## config.mk

```make
export PLATFORM = sky130hd
export DESIGN_NAME = plc_div
export DESIGN_NICKNAME = d
export VERILOG_FILES = /design/src/design/plc_pkg.sv /design/src/design/plc_div.sv
export VERILOG_INCLUDE_DIRS = /design/src /design/src/design
export SDC_FILE = /design/constraint.sdc
export NUM_CORES = 2
export LEC_CHECK = 0
export ABC_AREA = 1
export ABC_CLOCK_PERIOD_IN_PS = 2600
export BUFFER_PORTS_ARGS = -buffer_cell sky130_fd_sc_hd__buf_2
export CORE_ASPECT_RATIO = 1.75
export CORE_MARGIN = 2
export CORE_UTILIZATION = 64
export DETAILED_ROUTE_END_ITERATION = 10
export PLACE_DENSITY = 0.81
export SYNTH_ARGS = -nofsm -noshare
export SYNTH_HDL_FRONTEND = slang
export SYNTH_SLANG_ARGS = --single-unit
```

## constraint.sdc

```tcl
create_clock -name clk -period 2.6 [get_ports clk]
set_input_delay 0.13 -clock clk [delete_from_list [all_inputs] [get_ports clk]]
set_output_delay 0.13 -clock clk [all_outputs]
set_load 0.02 [all_outputs]
```

## src/design/piecewise_linear_colormap_defines.svh

```systemverilog
// Assertion macros shared by the colormap RTL.
// Needs clk and arst_n in the scope where a macro is used.
`ifndef PIECEWISE_LINEAR_COLORMAP_DEFINES_SVH
`define PIECEWISE_LINEAR_COLORMAP_DEFINES_SVH

// same-cycle implication
`define PLC_ASSERT_IMP(lbl, ante, cons, msg) \
	lbl: assert property (@(posedge clk) disable iff (!arst_n) (ante) |-> (cons)) else $error(msg);

// next-cycle implication
`define PLC_ASSERT_NXT(lbl, ante, cons, msg) \
	lbl: assert property (@(posedge clk) disable iff (!arst_n) (ante) |=> (cons)) else $error(msg);

`endif

```

## src/design/plc_pkg.sv

```systemverilog
// Shared constants and types for the piecewise linear colormap.
// No dependencies.
package plc_pkg;

	localparam int MAX_STOPS  = 8;
	localparam int LEVEL_BITS = 16;
	localparam int NUM_REGS   = 8;
	localparam int POS_W      = 16;
	localparam int CH_W       = 8;
	localparam int NUM_CH     = 3;
	localparam int COLOR_W    = CH_W * NUM_CH;
	localparam int REG_W      = 41;
	localparam int DATA_W     = 64;
	localparam int ADDR_W     = 6;
	localparam int IDX_W      = (MAX_STOPS > 1) ? $clog2(MAX_STOPS) : 1;
	localparam int CNT_W      = $clog2(MAX_STOPS + 1);
	localparam int NUM_W      = POS_W + CH_W;
	localparam int Q_BITS     = CH_W;

	localparam logic [POS_W-1:0] LEVEL_MASK = POS_W'((64'h1 << LEVEL_BITS) - 64'h1);

	typedef enum logic [1:0] {
		MODE_BLACK,
		MODE_COLOR,
		MODE_INTERP
	} mode_t;

	// color that bypasses the divider
	typedef struct packed {
		logic               bypass;
		logic [COLOR_W-1:0] color;
	} side_t;

endpackage

```

## src/design/plc_div.sv

```systemverilog
// Pipelined restoring divider, three channels, one quotient bit per stage.
// Depends on plc_pkg and piecewise_linear_colormap_defines.svh.
`include "piecewise_linear_colormap_defines.svh"

module plc_div (
	input  logic                                      clk,
	input  logic                                      arst_n,
	input  logic                                      en,
	input  logic                                      in_vld,
	input  logic [plc_pkg::NUM_CH-1:0][plc_pkg::NUM_W-1:0] num,
	input  logic [plc_pkg::POS_W-1:0]                 span,
	input  plc_pkg::side_t                            side_in,
	output logic                                      out_vld,
	output logic [plc_pkg::NUM_CH-1:0][plc_pkg::CH_W-1:0]  quo,
	output plc_pkg::side_t                            side_out
);

	localparam int NS = plc_pkg::Q_BITS;

	logic                                                   vld_q  [NS+1];
	logic [plc_pkg::NUM_CH-1:0][plc_pkg::NUM_W-1:0]         rem_q  [NS+1];
	logic [plc_pkg::NUM_CH-1:0][plc_pkg::CH_W-1:0]          quo_q  [NS+1];
	logic [plc_pkg::POS_W-1:0]                              span_q [NS+1];
	plc_pkg::side_t                                         side_q [NS+1];

	assign vld_q[0]  = in_vld;
	assign rem_q[0]  = num;
	assign quo_q[0]  = '0;
	assign span_q[0] = span;
	assign side_q[0] = side_in;

	for (genvar s = 0; s < NS; s++) begin : g_stage
		localparam int K = NS - 1 - s;
		logic [plc_pkg::NUM_W-1:0]                     dsh;
		logic [plc_pkg::NUM_CH-1:0][plc_pkg::NUM_W-1:0] rem_d;
		logic [plc_pkg::NUM_CH-1:0][plc_pkg::CH_W-1:0]  quo_d;

		assign dsh = plc_pkg::NUM_W'(span_q[s]) << K;

		always_comb begin
			rem_d = rem_q[s];
			quo_d = quo_q[s];
			for (int c = 0; c < plc_pkg::NUM_CH; c++) begin
				if (rem_q[s][c] >= dsh) begin
					rem_d[c]    = rem_q[s][c] - dsh;
					quo_d[c][K] = 1'b1;
				end
			end
		end

		always_ff @(posedge clk or negedge arst_n) begin
			if (!arst_n) begin
				vld_q[s+1] <= 1'b0;
			end else if (en) begin
				vld_q[s+1] <= vld_q[s];
			end
		end

		always_ff @(posedge clk) begin
			if (en) begin
				rem_q[s+1]  <= rem_d;
				quo_q[s+1]  <= quo_d;
				span_q[s+1] <= span_q[s];
				side_q[s+1] <= side_q[s];
			end
		end
	end

	assign out_vld  = vld_q[NS];
	assign quo      = quo_q[NS];
	assign side_out = side_q[NS];

	`PLC_ASSERT_IMP(a_rem_below_span, vld_q[NS] && !side_q[NS].bypass, (rem_q[NS][0] < plc_pkg::NUM_W'(span_q[NS])) && (rem_q[NS][2] < plc_pkg::NUM_W'(span_q[NS])), "divider remainder not below divisor")

endmodule
```

Word level (Yosys, flattened, before mapping)
Index checks and enable logic that the tools add are counted.
{"block": "totals", "wordCells": 166, "input_bits": 117, "reg_bits": 932}
{"block": "op_classes", "order_cmp": 24, "n_addsub": 21, "mux": 24}
{"cell": "$mux W24", "n": 21}
{"cell": "$ge A24 B16 Y1", "n": 3}
{"cell": "$ge A24 B17 Y1", "n": 3}
{"cell": "$ge A24 B18 Y1", "n": 3}
{"cell": "$ge A24 B19 Y1", "n": 3}
{"cell": "$ge A24 B20 Y1", "n": 3}
{"cell": "$ge A24 B21 Y1", "n": 3}
{"cell": "$ge A24 B22 Y1", "n": 3}
{"cell": "$ge A24 B23 Y1", "n": 3}
{"cell": "$sub A24 B17 Y24", "n": 3}
{"cell": "$sub A24 B18 Y24", "n": 3}
{"cell": "$sub A24 B19 Y24", "n": 3}
{"cell": "$sub A24 B20 Y24", "n": 3}
{"cell": "$sub A24 B21 Y24", "n": 3}
{"cell": "$sub A24 B22 Y24", "n": 3}
{"cell": "$sub A24 B23 Y24", "n": 3}
{"cell": "$mux W1", "n": 3}

Logic depth before layout (Yosys ltp)
{"block": "logic_depth", "depth_word": 2, "mapped_depth": 15}

Worst setup path before layout
OpenSTA, ideal clock, no wires.
{"block": "synth_timing", "path_type": "reg2reg", "startpoint": "register rem_q[266] in the netlist's numbering", "endpoint": "register rem_q[195] in the netlist's numbering (data pin)", "stages_incl_launch_ff": 14, "arrival_ps": 1938, "slack_ps": 409, "n_path_buf": 1, "path_cell_list": "edfxtp_1 > inv_1 > ha_1 > inv_1 > fa_1 > nand3_1 > nand3_2 > nand2_1 > nand2_1 > nand2_1 > nand4_2 > buf_4 > nand2_1 > nand2_1"}
{"item": "start, declared", "line": "plc_div.sv:21", "rtl": "logic [plc_pkg::NUM_CH-1:0][plc_pkg::NUM_W-1:0] rem_q [NS+1];"}
{"item": "start signal, assigned by index", "line": "plc_div.sv:61", "rtl": "rem_q[s+1] <= rem_d;"}

==> results summary <==
STA classifies the critical path startpoint as a flop. The mean cell area of the mapped netlist is slightly below 8 sq um. The critical path data required time is between 3 and 4 ns.

Of all nets on the critical path, the largest fanout is 6. The slew of the pin with the lowest slew margin came out at around 0.74 ns. The run finished, with violations left.

The cell count after synthesis came out at just under 8k. The initial utilization of the core area, before any placement, comes to 0.644. The final count of negative-setup-slack endpoints is 20. The first-pass detailed-route iteration total is 11. The post-route total power came out at 65900 uW. The region available for standard cell placement spans between 0.09 and 0.1 sq mm. The clock slew at the register clock pins of the worst setup and hold paths is approximately 0.070 ns. The average detailed-routed wire length per instance is between 20 and 25 microns.

The number of hold-slack violations in the final timing report came out at 0. Setup slack on the critical path of the routed design comes to -0.0517 ns. The sum of routed wire length over all layers is 202 mm. The number of unique standard cell types used by synthesis is 40. The count of standard-cell rows came out at 150.

The die area came out at approximately 0.098 sq mm. The number of max-slew violations in the final report is 0. The total track usage is 0.411. Detailed routing placed a total of 104 mm of wire on met2. The count of port buffers added during placement came out at about 170. The worst clock skew is 0.0417 ns. The number of buffers inserted during clock tree synthesis is between 80 and 90.

The first-pass GRT wire length is 303 mm. The horizontal die dimension is between 200 and 250 microns. The critical path in this run is classified as reg -> reg. The worst slew margin relative to its limit came out at 0.506. The number of stages on the worst hold path came out at 2.

The post-synthesis async set-or-reset flop share is 0.00858. Synthesis inferred around 930 register bits. The post-route non-filler standard cell count came out at roughly 9.8k. Compared with the post-synthesis result, the final layout area differs by 15.9%. The worst-case clock buffer depth came out at 3. In the final design database the tool counted slightly above 9k nets. The checks that failed: DRC, setup timing. In the routed design, unresolved DRC markers number 1. The flop-to-flop setup slack is -0.05 ns. Summed over all layers, the global routing overflow is 0. The via count of the first global-routing pass is 55.9k. In this run the count of I/O pins placed on the die edge is between 150 and 200. The share of post-route cells with drive strength above 1 came out at 0.104. The clock latency at the later pin of the worst-skew pair came out at approximately 0.76 ns.

The highest signal layer in the routed design is met4. Summed over all cells, the static leakage comes to around 0.035 uW. The power per standard cell area is roughly 930 mW/mm^2. The warning count from the yosys run came out at 0. The number of fill cells came out at 7002. The tool flagged a number of max-cap violations equal to 0. At the worst endpoint, the arrival time is roughly 3.1 ns. The upper clock frequency limit came out at approximately 0.38 GHz. The pin count of the biggest net entering global routing is around 120. The final worst-path cycle share is 1.02. The final-layout worst hold slack is between 0.07 and 0.08 ns.

The number of antenna violations at the first check in global routing came out at 1. The routed via count divided by cell count came out at around 5.6. Setup repair after global routing could not meet its margin everywhere. The routability congestion estimate came out at 1.10.

The routed via count is around 55k. The TritonCTS clock tree is done. In this run the clock root is driven by a clkbuf_16. The length of routed wiring on met1 came out at approximately 58 mm. Summed over all nets, wire length on met3 after detailed routing comes to between 10 and 15 mm. The number of enable-type register cells in the synthesized netlist is about 920.

The worst-case IR drop observed on VDD is 651 uV. Among all flip-flop cells after synthesis, the most frequent one is edfxtp_1. Measured in cells, the most critical reg-to-reg path has a length of 14. The min-delay analysis places its worst path in the category in -> reg.

After the first detailed-routing iteration, the DRC count stood at between 4k and 5k. Subtracting the final worst setup slack from the clock period gives between 2 and 3 ns. In this run the remaining antenna-violating nets after routing total 0. CTS built an H-tree with a depth of 3.

Summed over all nets, the half-perimeter wirelength after detailed placement is around 160 mm. The vertical die dimension is roughly 410 microns. STA classifies the critical path endpoint as a flop. The number of clock sinks is around 930. The cell area after synthesis is ~0.06 sq mm.

The share of the Yosys chip area taken by registers is 0.456. The post-synthesis net count is ~8.4k. The worst setup slack after placement is -0.323 ns. The placed cell count is around 9.5k.
[logic make-up after synthesis]
logic type	Yosys count	synth area share
buffers and inverters	1419	0.0935
xor gates and xnor gates	182	0.0260
AOI/OAI and AO/OA	380	0.0334
adders and majority gates	405	0.0852
and+or+nand+nor	4602	0.306
DFF	932	0.456
[synthesized netlist by cell type (all sizes together) (21+ instances only)]
| cell type | count | share of area |
|---|---|---|
| edfxtp | 924 | 0.45 |
| nand3b | 30 | 0.0037 |
| xnor2 | 21 | 0.0030 |
| nor2 | 608 | 0.039 |
| ha | 384 | 0.078 |
| o21ai | 78 | 0.0066 |
| fa | 21 | 0.0069 |
| xor2 | 161 | 0.023 |
| nand4 | 81 | 0.011 |
| nand2 | 3307 | 0.20 |
| a21oi | 288 | 0.025 |
| nand3 | 514 | 0.043 |
| nor3 | 46 | 0.0039 |
| buf | 86 | 0.012 |
| inv | 1332 | 0.082 |
[report_power, final]
part	switching (uW)	leakage [uW]	internal (uW)
Clock	5990	0.00148	7920
Sequential	2300	0.00907	20800
Combinational	18600	0.0247	10300
[metrics by stage]
| step | setup TNS (ns) | utilization | cell area, sq um |
|---|---|---|---|
| finish | -0.352 | 0.747 | 71100 |
| floorplan | 0 | - | 61300 |
| detailed placement | -6.81 | 0.689 | 65600 |
| CTS | -0.00804 | 0.735 | 69900 |
| global route | -6.11 | 0.747 | 71100 |
| global placement | -6.52 | 0.689 | 65600 |
[placed cells by master, fill, tap and decap left out, types with 17 or more instances in the layout]
cell type / n
nand2_1: 3275
inv_1: 1277
edfxtp_1: 924
nor2_1: 540
nand3_1: 490
ha_1: 358
buf_4: 275
a21oi_1: 258
buf_2: 165
xor2_1: 161
dlygate4sd3_1: 117
clkbuf_16: 86
o21ai_0: 74
nand4_1: 68
buf_12: 56
nor2_2: 52
nor3_1: 42
nand3b_1: 30
nand2_2: 29
a21oi_2: 28
clkinvlp_4: 27
inv_2: 25
nand3_2: 21
xnor2_1: 21
clkbuf_1: 18
fa_1: 17
bufinv_16: 17
[area by class of cell]
class	count	area, sq um	area share
clock buffer	104	2220	0.0312
timing repair buffer	619	5250	0.0739
inverter	1332	5110	0.0719
tap	1216	1520	0.0214
sequential	932	27900	0.393
antenna	2	5.00	0.0000704
clock inverter	54	872	0.0123
multi-input combinational	5570	28100	0.396
[sequential cells by signal (all words and copies together), names as in the netlist]
name	cells
rem_q	504
side_q	175
g_stage.dsh	112
g_stage.quo_d	84
side_out	25
quo	24
vld_q	7
out_vld	1
[metal layers]
layer  global-route usage  up-vias
li1                     -    26300
met3               0.0774     1255
met5                    0        -
met4                0.486        0
met2                0.750     2609
met1                0.342    24900
[path summary, 6_finish.rpt]
check,startpoint,endpoint
max,g_stage[6].dsh[13],rem_q[95]
max reg2reg,g_stage[6].dsh[13],rem_q[95]
min reg2reg,g_stage[5].quo_d[20],g_stage[6].quo_d[20]
min in group asynchronous,arst_n,vld_q[4]
min,side_in[14],side_q[189]
max in group asynchronous,arst_n,out_vld
[worst max-delay path, stage by stage, from the launching register on]
cell	delay, ns
edfxtp_1	0.45
clkinvlp_4	0.14
buf_4	0.17
ha_1	0.33
nand2_1	0.09
nand2_1	0.07
nand2_1	0.06
nand2_1	0.06
inv_1	0.07
nand2_1	0.08
nand2_1	0.18
nand3_2	0.17
nor2_4	0.23
buf_4	0.19
a21oi_1	0.08
[repair_timing]
action	CTS	global route
pin swaps	0	6
endpoints found under the hold margin	152	0
resized for setup	9	157
cloned	0	2
endpoints found under the setup margin	67	313
setup buffers	5	47
hold buffers	117	0
Power figures use the tool's default switching activity.
